$ cat config.mk
export PLATFORM = sky130hd
export DESIGN_NAME = digit_queue_pulse_dialer_core
export DESIGN_NICKNAME = d
export VERILOG_FILES = /design/src/dqpd_pkg.sv /design/src/dqpd_ctrl.sv /design/src/dqpd_datapath.sv /design/src/digit_queue_pulse_dialer_core.sv
export SDC_FILE = /design/constraint.sdc
export NUM_CORES = 1
export LEC_CHECK = 0
export BUFFER_PORTS_ARGS = -buffer_cell sky130_fd_sc_hd__buf_2
export CORE_MARGIN = 4
export CORE_UTILIZATION = 60
export DETAILED_ROUTE_END_ITERATION = 12
export HOLD_SLACK_MARGIN = 0.02
export PLACE_DENSITY = 0.82
export SYNTH_ARGS = -nofsm -noshare
export SYNTH_HDL_FRONTEND = slang
export SYNTH_HIERARCHICAL = 1
export SYNTH_SLANG_ARGS = --single-unit
$ cat constraint.sdc
create_clock -name clk -period 5.83 [get_ports clk]
set_clock_uncertainty 0.05 [all_clocks]
set_input_delay 1.166 -clock clk [delete_from_list [all_inputs] [get_ports clk]]
set_output_delay 1.166 -clock clk [all_outputs]
set_load 0.1 [all_outputs]
$ cat src/dqpd_pkg.sv
// Package for the pulse dialer: types, constants, command and status structs.
`timescale 1ns / 1ps

package dqpd_pkg;

    localparam int QUEUE_DEPTH = 32;
    localparam int PTR_W       = $clog2(QUEUE_DEPTH);

    localparam int ON_W     = 8;
    localparam int PERIOD_W = 13;
    localparam int AMP_W    = 15;
    localparam int KEY_W    = 4;
    localparam int COUNT_W  = 4;
    localparam int CFG_IDX_W  = 2;
    localparam int CFG_DATA_W = 15;

    localparam int RATE_NUMERATOR = 8000;

    localparam logic [KEY_W-1:0] CODE_STAR  = 4'd10;
    localparam logic [KEY_W-1:0] CODE_HASH  = 4'd11;
    localparam logic [KEY_W-1:0] DIGIT_LIMIT = 4'd10;
    localparam logic [COUNT_W-1:0] PULSES_FOR_ZERO = 4'd10;

    localparam logic [ON_W-1:0]     RST_ON_SAMPLES      = 8'd8;
    localparam logic [PERIOD_W-1:0] RST_DEFAULT_PERIOD  = 13'd800;
    localparam logic [PERIOD_W-1:0] RST_PAUSE_SAMPLES   = 13'd4000;
    localparam logic [AMP_W-1:0]    RST_PULSE_AMPLITUDE = 15'd32767;

    // Configuration register indexes
    localparam logic [CFG_IDX_W-1:0] CFG_ON_SAMPLES      = 2'd0;
    localparam logic [CFG_IDX_W-1:0] CFG_DEFAULT_PERIOD  = 2'd1;
    localparam logic [CFG_IDX_W-1:0] CFG_PAUSE_SAMPLES   = 2'd2;
    localparam logic [CFG_IDX_W-1:0] CFG_PULSE_AMPLITUDE = 2'd3;

    // Input word kinds carried in tuser
    localparam logic CMD_TICK = 1'b0;
    localparam logic CMD_PUSH = 1'b1;

    typedef enum logic [2:0] {
        MODE_WAIT_STAR = 3'd0,
        MODE_IDLE      = 3'd1,
        MODE_PLAYING   = 3'd2,
        MODE_RATE      = 3'd3,
        MODE_PAUSE     = 3'd4
    } mode_t;

    typedef enum logic {
        ST_IDLE = 1'b0,
        ST_EXEC = 1'b1
    } ctrl_state_t;

    typedef struct packed {
        logic push_en;
        logic tick_en;
    } dp_cmd_t;

    typedef struct packed {
        logic out_full;
    } dp_status_t;

    function automatic logic [PTR_W-1:0] next_pos(input logic [PTR_W-1:0] p);
        logic [PTR_W-1:0] r;
        if (p == PTR_W'(QUEUE_DEPTH - 1))
            r = '0;
        else
            r = p + 1'b1;
        return r;
    endfunction

    // Period for a rate digit: 8000 / d, digits one to nine
    function automatic logic [PERIOD_W-1:0] rate_period(input logic [KEY_W-1:0] d);
        logic [PERIOD_W-1:0] r;
        case (d)
            4'd1:    r = PERIOD_W'(RATE_NUMERATOR / 1);
            4'd2:    r = PERIOD_W'(RATE_NUMERATOR / 2);
            4'd3:    r = PERIOD_W'(RATE_NUMERATOR / 3);
            4'd4:    r = PERIOD_W'(RATE_NUMERATOR / 4);
            4'd5:    r = PERIOD_W'(RATE_NUMERATOR / 5);
            4'd6:    r = PERIOD_W'(RATE_NUMERATOR / 6);
            4'd7:    r = PERIOD_W'(RATE_NUMERATOR / 7);
            4'd8:    r = PERIOD_W'(RATE_NUMERATOR / 8);
            4'd9:    r = PERIOD_W'(RATE_NUMERATOR / 9);
            default: r = '0;
        endcase
        return r;
    endfunction

endpackage

$ cat src/dqpd_ctrl.sv
// Controller: sequences input words into queue pushes and sample evaluations.
`timescale 1ns / 1ps

module dqpd_ctrl
(
    input  logic                clk,
    input  logic                rst_n,
    input  logic                in_valid,
    input  logic                in_command,
    output logic                in_ready,
    input  logic                out_ready,
    input  dqpd_pkg::dp_status_t status,
    output dqpd_pkg::dp_cmd_t    cmd
);

    dqpd_pkg::ctrl_state_t state_reg;
    dqpd_pkg::ctrl_state_t state_next;

    always_ff @(posedge clk or negedge rst_n)
    begin
        if (!rst_n)
            state_reg <= dqpd_pkg::ST_IDLE;
        else
            state_reg <= state_next;
    end

    always_comb
    begin
        state_next  = state_reg;
        in_ready    = 1'b0;
        cmd.push_en = 1'b0;
        cmd.tick_en = 1'b0;
        case (state_reg)
            dqpd_pkg::ST_IDLE:
            begin
                in_ready = 1'b1;
                if (in_valid)
                begin
                    if (in_command == dqpd_pkg::CMD_PUSH)
                        cmd.push_en = 1'b1;
                    else
                        state_next = dqpd_pkg::ST_EXEC;
                end
            end
            dqpd_pkg::ST_EXEC:
            begin
                // hold until the output register is free or drains this cycle
                if (!status.out_full || out_ready)
                begin
                    cmd.tick_en = 1'b1;
                    state_next  = dqpd_pkg::ST_IDLE;
                end
            end
            default:
            begin
                state_next = dqpd_pkg::ST_IDLE;
            end
        endcase
    end

endmodule

$ cat src/dqpd_datapath.sv
// Datapath: code queue, dialer state, configuration and output register.
`timescale 1ns / 1ps

module dqpd_datapath
(
    input  logic                                clk,
    input  logic                                rst_n,
    input  dqpd_pkg::dp_cmd_t                   cmd,
    output dqpd_pkg::dp_status_t                status,
    input  logic [dqpd_pkg::KEY_W-1:0]          key_code,
    input  logic                                cfg_we,
    input  logic [dqpd_pkg::CFG_IDX_W-1:0]      cfg_addr,
    input  logic [dqpd_pkg::CFG_DATA_W-1:0]     cfg_data,
    input  logic                                out_ready,
    output logic                                out_valid,
    output logic [dqpd_pkg::AMP_W-1:0]          sample_out
);

    logic [dqpd_pkg::KEY_W-1:0] code_store [dqpd_pkg::QUEUE_DEPTH];
    logic [dqpd_pkg::KEY_W-1:0] code_rd_reg;

    logic [dqpd_pkg::PTR_W-1:0]    write_pos_reg, write_pos_next;
    logic [dqpd_pkg::PTR_W-1:0]    read_pos_reg, read_pos_next;
    dqpd_pkg::mode_t               mode_reg, mode_next;
    logic [dqpd_pkg::PERIOD_W-1:0] sample_pos_reg, sample_pos_next;
    logic [dqpd_pkg::COUNT_W-1:0]  pulses_done_reg, pulses_done_next;
    logic [dqpd_pkg::COUNT_W-1:0]  pulses_wanted_reg, pulses_wanted_next;
    logic [dqpd_pkg::PERIOD_W-1:0] period_len_reg, period_len_next;

    logic [dqpd_pkg::ON_W-1:0]     on_samples_reg;
    logic [dqpd_pkg::PERIOD_W-1:0] default_period_reg;
    logic [dqpd_pkg::PERIOD_W-1:0] pause_samples_reg;
    logic [dqpd_pkg::AMP_W-1:0]    pulse_amplitude_reg;

    logic                       out_valid_reg, out_valid_next;
    logic [dqpd_pkg::AMP_W-1:0] sample_reg, sample_next;

    // Queue storage; the read port follows read_pos every cycle
    always_ff @(posedge clk)
    begin
        if (cmd.push_en)
            code_store[write_pos_reg] <= key_code;
        code_rd_reg <= code_store[read_pos_reg];
    end

    always_ff @(posedge clk or negedge rst_n)
    begin
        if (!rst_n)
        begin
            on_samples_reg      <= dqpd_pkg::RST_ON_SAMPLES;
            default_period_reg  <= dqpd_pkg::RST_DEFAULT_PERIOD;
            pause_samples_reg   <= dqpd_pkg::RST_PAUSE_SAMPLES;
            pulse_amplitude_reg <= dqpd_pkg::RST_PULSE_AMPLITUDE;
        end
        else if (cfg_we)
        begin
            case (cfg_addr)
                dqpd_pkg::CFG_ON_SAMPLES:
                    on_samples_reg <= cfg_data[dqpd_pkg::ON_W-1:0];
                dqpd_pkg::CFG_DEFAULT_PERIOD:
                    default_period_reg <= cfg_data[dqpd_pkg::PERIOD_W-1:0];
                dqpd_pkg::CFG_PAUSE_SAMPLES:
                    pause_samples_reg <= cfg_data[dqpd_pkg::PERIOD_W-1:0];
                dqpd_pkg::CFG_PULSE_AMPLITUDE:
                    pulse_amplitude_reg <= cfg_data[dqpd_pkg::AMP_W-1:0];
                default:
                    on_samples_reg <= on_samples_reg;
            endcase
        end
    end

    always_comb
    begin
        logic [dqpd_pkg::PTR_W-1:0]    wp_adv;
        logic [dqpd_pkg::COUNT_W-1:0]  pd_inc;
        logic                          empty;
        write_pos_next     = write_pos_reg;
        read_pos_next      = read_pos_reg;
        mode_next          = mode_reg;
        sample_pos_next    = sample_pos_reg;
        pulses_done_next   = pulses_done_reg;
        pulses_wanted_next = pulses_wanted_reg;
        period_len_next    = period_len_reg;
        sample_next        = '0;
        wp_adv             = dqpd_pkg::next_pos(write_pos_reg);
        empty              = (read_pos_reg == write_pos_reg);
        pd_inc             = '0;

        if (cmd.push_en)
        begin
            write_pos_next = wp_adv;
            // full queue: drop the oldest code
            if (wp_adv == read_pos_reg)
                read_pos_next = dqpd_pkg::next_pos(read_pos_reg);
        end
        else if (cmd.tick_en)
        begin
            if (mode_reg != dqpd_pkg::MODE_PLAYING && !empty)
            begin
                if (mode_reg == dqpd_pkg::MODE_PAUSE)
                begin
                    if (sample_pos_reg >= pause_samples_reg)
                    begin
                        mode_next       = dqpd_pkg::MODE_IDLE;
                        sample_pos_next = '0;
                    end
                    else
                        sample_pos_next = sample_pos_reg + 1'b1;
                end
                else
                begin
                    read_pos_next = dqpd_pkg::next_pos(read_pos_reg);
                    if (mode_reg == dqpd_pkg::MODE_WAIT_STAR)
                    begin
                        if (code_rd_reg == dqpd_pkg::CODE_STAR)
                            mode_next = dqpd_pkg::MODE_IDLE;
                    end
                    else if (code_rd_reg == dqpd_pkg::CODE_HASH)
                    begin
                        mode_next       = dqpd_pkg::MODE_WAIT_STAR;
                        period_len_next = default_period_reg;
                    end
                    else if (mode_reg == dqpd_pkg::MODE_IDLE)
                    begin
                        if (code_rd_reg == dqpd_pkg::CODE_STAR)
                            mode_next = dqpd_pkg::MODE_RATE;
                        else if (code_rd_reg < dqpd_pkg::DIGIT_LIMIT)
                        begin
                            mode_next          = dqpd_pkg::MODE_PLAYING;
                            pulses_wanted_next = (code_rd_reg == '0)
                                ? dqpd_pkg::PULSES_FOR_ZERO : code_rd_reg;
                            pulses_done_next   = '0;
                            sample_pos_next    = '0;
                        end
                    end
                    else if (mode_reg == dqpd_pkg::MODE_RATE)
                    begin
                        if (code_rd_reg < dqpd_pkg::DIGIT_LIMIT)
                            period_len_next = (code_rd_reg == '0)
                                ? default_period_reg : dqpd_pkg::rate_period(code_rd_reg);
                        mode_next = dqpd_pkg::MODE_IDLE;
                    end
                end
            end

            if (mode_next == dqpd_pkg::MODE_PLAYING)
            begin
                pd_inc = pulses_done_next + 1'b1;
                if (sample_pos_next < dqpd_pkg::PERIOD_W'(on_samples_reg))
                begin
                    sample_next     = pulse_amplitude_reg;
                    sample_pos_next = sample_pos_next + 1'b1;
                end
                else if (sample_pos_next < period_len_reg)
                    sample_pos_next = sample_pos_next + 1'b1;
                else
                begin
                    // end of one pulse period
                    sample_pos_next  = '0;
                    pulses_done_next = pd_inc;
                    if (pd_inc >= pulses_wanted_next)
                    begin
                        pulses_done_next = '0;
                        mode_next        = dqpd_pkg::MODE_PAUSE;
                    end
                end
            end
        end
    end

    always_comb
    begin
        out_valid_next = out_valid_reg;
        if (cmd.tick_en)
            out_valid_next = 1'b1;
        else if (out_ready)
            out_valid_next = 1'b0;
    end

    always_ff @(posedge clk or negedge rst_n)
    begin
        if (!rst_n)
        begin
            write_pos_reg     <= '0;
            read_pos_reg      <= '0;
            mode_reg          <= dqpd_pkg::MODE_WAIT_STAR;
            sample_pos_reg    <= '0;
            pulses_done_reg   <= '0;
            pulses_wanted_reg <= '0;
            period_len_reg    <= dqpd_pkg::RST_DEFAULT_PERIOD;
            out_valid_reg     <= 1'b0;
        end
        else
        begin
            write_pos_reg     <= write_pos_next;
            read_pos_reg      <= read_pos_next;
            mode_reg          <= mode_next;
            sample_pos_reg    <= sample_pos_next;
            pulses_done_reg   <= pulses_done_next;
            pulses_wanted_reg <= pulses_wanted_next;
            period_len_reg    <= period_len_next;
            out_valid_reg     <= out_valid_next;
        end
    end

    always_ff @(posedge clk)
    begin
        if (cmd.tick_en)
            sample_reg <= sample_next;
    end

    assign status.out_full = out_valid_reg;
    assign out_valid       = out_valid_reg;
    assign sample_out      = sample_reg;

    a_play_count_range: assert property (@(posedge clk) disable iff (!rst_n)
        mode_reg == dqpd_pkg::MODE_PLAYING |->
            (pulses_wanted_reg != '0 && pulses_wanted_reg <= dqpd_pkg::PULSES_FOR_ZERO))
        else $error("pulse count out of range while playing");

    a_play_progress: assert property (@(posedge clk) disable iff (!rst_n)
        mode_reg == dqpd_pkg::MODE_PLAYING |-> pulses_done_reg < pulses_wanted_reg)
        else $error("pulses done reached wanted without leaving play");

    a_push_not_empty: assert property (@(posedge clk) disable iff (!rst_n)
        cmd.push_en |=> read_pos_reg != write_pos_reg)
        else $error("queue empty right after a push");

    a_tick_loads_output: assert property (@(posedge clk) disable iff (!rst_n)
        cmd.tick_en |=> out_valid_reg)
        else $error("evaluated sample not presented");

    a_no_overwrite: assert property (@(posedge clk) disable iff (!rst_n)
        cmd.tick_en |-> (!out_valid_reg || out_ready))
        else $error("output register overwritten while still held");

endmodule

$ cat src/digit_queue_pulse_dialer_core.sv
// Top level of the keypad-code queue pulse dialer.
`timescale 1ns / 1ps

// A push word (tuser = 1) stores its key code in the 32-entry ring queue in
// the cycle it is accepted and leaves the block ready again in the next cycle.
// A tick word (tuser = 0) is accepted in controller state ST_IDLE, while the
// registered queue read port presents the oldest code, and is evaluated in
// ST_EXEC, which updates the dialer state and loads the sample into the
// output register. Evaluation waits while the output register still holds an
// untaken sample, so one sample can stand at the output while the next words
// arrive. A full queue drops its oldest code; it holds at most 31 codes. The
// queue needs no clearing after reset. Write configuration only while idle.

module digit_queue_pulse_dialer_core
(
    input  logic                                clk,
    input  logic                                rst_n,
    input  logic                                s_axis_tvalid,
    output logic                                s_axis_tready,
    input  logic [7:0]                          s_axis_tdata,  // [3:0] key_code
    input  logic                                s_axis_tuser,  // [0] command
    output logic                                m_axis_tvalid,
    input  logic                                m_axis_tready,
    output logic [15:0]                         m_axis_tdata,  // [14:0] sample_out
    input  logic                                cfg_we,
    input  logic [dqpd_pkg::CFG_IDX_W-1:0]      cfg_addr,
    input  logic [dqpd_pkg::CFG_DATA_W-1:0]     cfg_data
);

    dqpd_pkg::dp_cmd_t          cmd;
    dqpd_pkg::dp_status_t       status;
    logic [dqpd_pkg::AMP_W-1:0] sample_out;

    dqpd_ctrl u_ctrl
    (
        .clk        (clk),
        .rst_n      (rst_n),
        .in_valid   (s_axis_tvalid),
        .in_command (s_axis_tuser),
        .in_ready   (s_axis_tready),
        .out_ready  (m_axis_tready),
        .status     (status),
        .cmd        (cmd)
    );

    dqpd_datapath u_datapath
    (
        .clk        (clk),
        .rst_n      (rst_n),
        .cmd        (cmd),
        .status     (status),
        .key_code   (s_axis_tdata[dqpd_pkg::KEY_W-1:0]),
        .cfg_we     (cfg_we),
        .cfg_addr   (cfg_addr),
        .cfg_data   (cfg_data),
        .out_ready  (m_axis_tready),
        .out_valid  (m_axis_tvalid),
        .sample_out (sample_out)
    );

    assign m_axis_tdata = {1'b0, sample_out};

endmodule
==> flow_summary.ini <==
[global_route]
grt_pass1_vias = 8021
grt_max_degree = 71
grt_remaining_overflow = 0
antenna_found_initial = 0
grt_usage_pct = 25.37
grt_pass1_wl_mm = 44.71

[drt]
route.detailed.drc = 0
wl_mm = 28.56
drt-wirelength-per-cell_um = 21.98
viasPerCell = 6.363
drtPass1Iterations = 5
antenna_left = 0
drtIter0Drc = 755
vias = 8266

[yosys]
syn_avg_cell_area_um2 = 12.76
synth_ff_type = edfxtp_1
yosysWarningCount = 6
netlist_instances = 962
syn_area_um2 = 12270
synth_edf_count = 143
synth-seq-cells = 245
async_flop_share_pct = 40.00
synth_nets = 1044
ys_seq_area_share_pct = 55.90
ys_types = 85

[sta]
finalHoldViolations = 0
timing.final.crit_share_pct = 93.36
period_minus_slack_ns = 5.443
slew_viol_final = 0
setup_viol = 0
max_freq_mhz = 183.7
tightest_slew_ns = 1.022
rsz0062_at_grt = no
finalSetupTns_ns = 0
max_slew_margin_pct = 31.70

[clock_tree]
clkLatencyLatePin_ns = 0.54
cts_made_buffers = 25
path_clk_slew_ns = 0.06
post-cts-setup-buffers = 0
clk_path_buf_depth = 3
cts_tree = built
htreeDepth = 1
cts-root-buf = clkbuf_16
hold_buffers = 0
ctsResizeCount = 0
clkSinkCount = 245

[place]
placed_cell_area_um2 = 12800
io_buffers = 43
gp_congestion = 0.9262
hpwl_mm = 18.89
dpl.cell_count = 1253

[job]
max-cap-violations = 0

[critical_path]
crit_path_end_kind = flip-flop
worst-endpoint-required_ns = 6.19
cp_max_fo = 11
reg2regPathDepth = 19
critPathKind = reg2reg
startpoint_type = flip-flop
critPathArrivalTime_ns = 5.80

[final_layout]
layout.nets = 1092
fin_area_um2 = 13570
largest_register_ffs = 128
fin_cells = 1299
n_antenna_cell = 0
areaGrowthSynthToFinish_pct = 10.52
layout-drive-gt1-share_pct = 23.81

[floorplanning]
num_rows = 52
start_util_pct = 60.86
num_io_pins = 49
die_x_um = 151.0
core_area_um2 = 20170
die-area_um2 = 22810
die_h_um = 151.0

[worst_hold_path]
min_path_type = reg2reg
min_path_cells = 2

[status]
outcome = finished, final reports clean

[pwr]
ir_drop_v = 0.0003418
p_leak_uw = 0.005192
powerDensity_nw_per_um2 = 478.6
## stage by stage
stage | util (%) | total power [uW] | worst slack (ns) | hold slack (ns)
floorplan | - | 4286 | 1.448 | 0.3947
global placement | 63.45 | 4884 | 0.5724 | 0.4096
detailed placement | 63.45 | 4957 | 0.4423 | 0.4228
CTS | 67.26 | 6477 | 0.4414 | 0.4365
global route | 67.26 | 6850 | 0.1021 | 0.4736
finish | 67.26 | 6493 | 0.3874 | 0.4330
## worst max-delay path, stage by stage, from the launching register on
cell	delay, ns
dfstp_2	0.54
inv_1	0.06
ha_1	0.29
a21oi_1	0.15
nor2_1	0.08
a2111oi_4	0.65
o211ai_2	0.36
nor4_2	0.26
nor2_1	0.21
inv_1	0.17
ha_1	0.13
o21ai_0	0.09
a21o_1	0.17
a21oi_1	0.32
a2111oi_0	0.17
o221ai_1	0.22
a211oi_2	0.12
nor2_1	0.78
o21ai_1	0.21
a22o_1	0.30
## area by class of cell
cell class | instances | area [um^2]
Timing Repair Buffer | 62 | 360.3
Fill cell | 1398 | 6604
Tap cell | 270 | 337.8
Multi-Input combinational cell | 623 | 5037
Clock buffer | 36 | 696.9
Inverter | 53 | 198.9
Clock inverter | 10 | 71.32
Sequential cell | 245 | 6863
## synthesized netlist by cell type, types with 16 or more instances
master	instances	area share, %
nor2_1	73	2.2
dfrtp_1	70	14
nand3_1	21	0.86
edfxtp_1	143	35
dfstp_2	28	6.0
ha_1	51	5.2
clkbuf_1	20	0.61
nand2_1	74	2.3
mux4_2	40	7.3
a21oi_1	32	1.3
mux2_2	49	4.5
o21ai_0	60	2.4
inv_1	50	1.5
and2_1	16	0.82
## power breakdown
group          switching (uW)  internal (uW)  leakage (uW)
Clock                     654            838      0.000372
Combinational            1600           1050       0.00234
Sequential                241           2110       0.00248
Total                    2500           3990       0.00519
## cells by family after synthesis
| family | share of synthesized area [%] |
|---|---|
| and+or+nand+nor | 10.25 |
| DFF | 55.90 |
| buffers and inverters | 3.099 |
| adders and majority gates | 5.199 |
| xor gates and xnor gates | 1.498 |
| AOI/OAI and AO/OA | 11.86 |
| muxes | 12.16 |
| other | 0.03055 |
## placed cells by master (no fill, tap or decap), types with 9 or more instances in the layout
master     count
nor2_1        73
a21o_1        15
a21oi_1       32
mux2_2        49
o21ai_0       60
dfstp_2       28
nand2_1       74
nor3_1         9
a22o_1        10
and2_1        16
clkbuf_16     25
xnor2_1       10
buf_2         42
buf_4         20
xor2_1        11
dfrtp_1       69
mux4_2        40
edfxtp_1     143
ha_1          51
inv_1         50
nand3_1       21
## metal layers
layer	track usage (%)	vias up	routed length [um]
met3	3.740	75	1818
met4	9.927	0	1160
met1	33.42	4121	11090
li1	-	3713	-
met2	42.82	357	14490
met5	0	-	0
## worst paths after layout
check | startpoint | to | slack (ns)
setup / recovery | u_datapath/pause_samples_reg[10] | u_datapath/pulses_done_reg[1] | 0.39
hold / removal | u_datapath/pulses_wanted_reg[2] | u_datapath/pulses_wanted_reg[2] | 0.43
setup reg to reg | u_datapath/pause_samples_reg[10] | u_datapath/pulses_done_reg[1] | 0.39
hold reg to reg | u_datapath/pulses_wanted_reg[2] | u_datapath/pulses_wanted_reg[2] | 0.43
max in group asynchronous | rst_n | u_datapath/pulse_amplitude_reg[9] | 4.03
min in group asynchronous | rst_n | u_datapath/sample_pos_reg[9] | 0.71
Note: power is estimated with default switching activity, not from simulation.
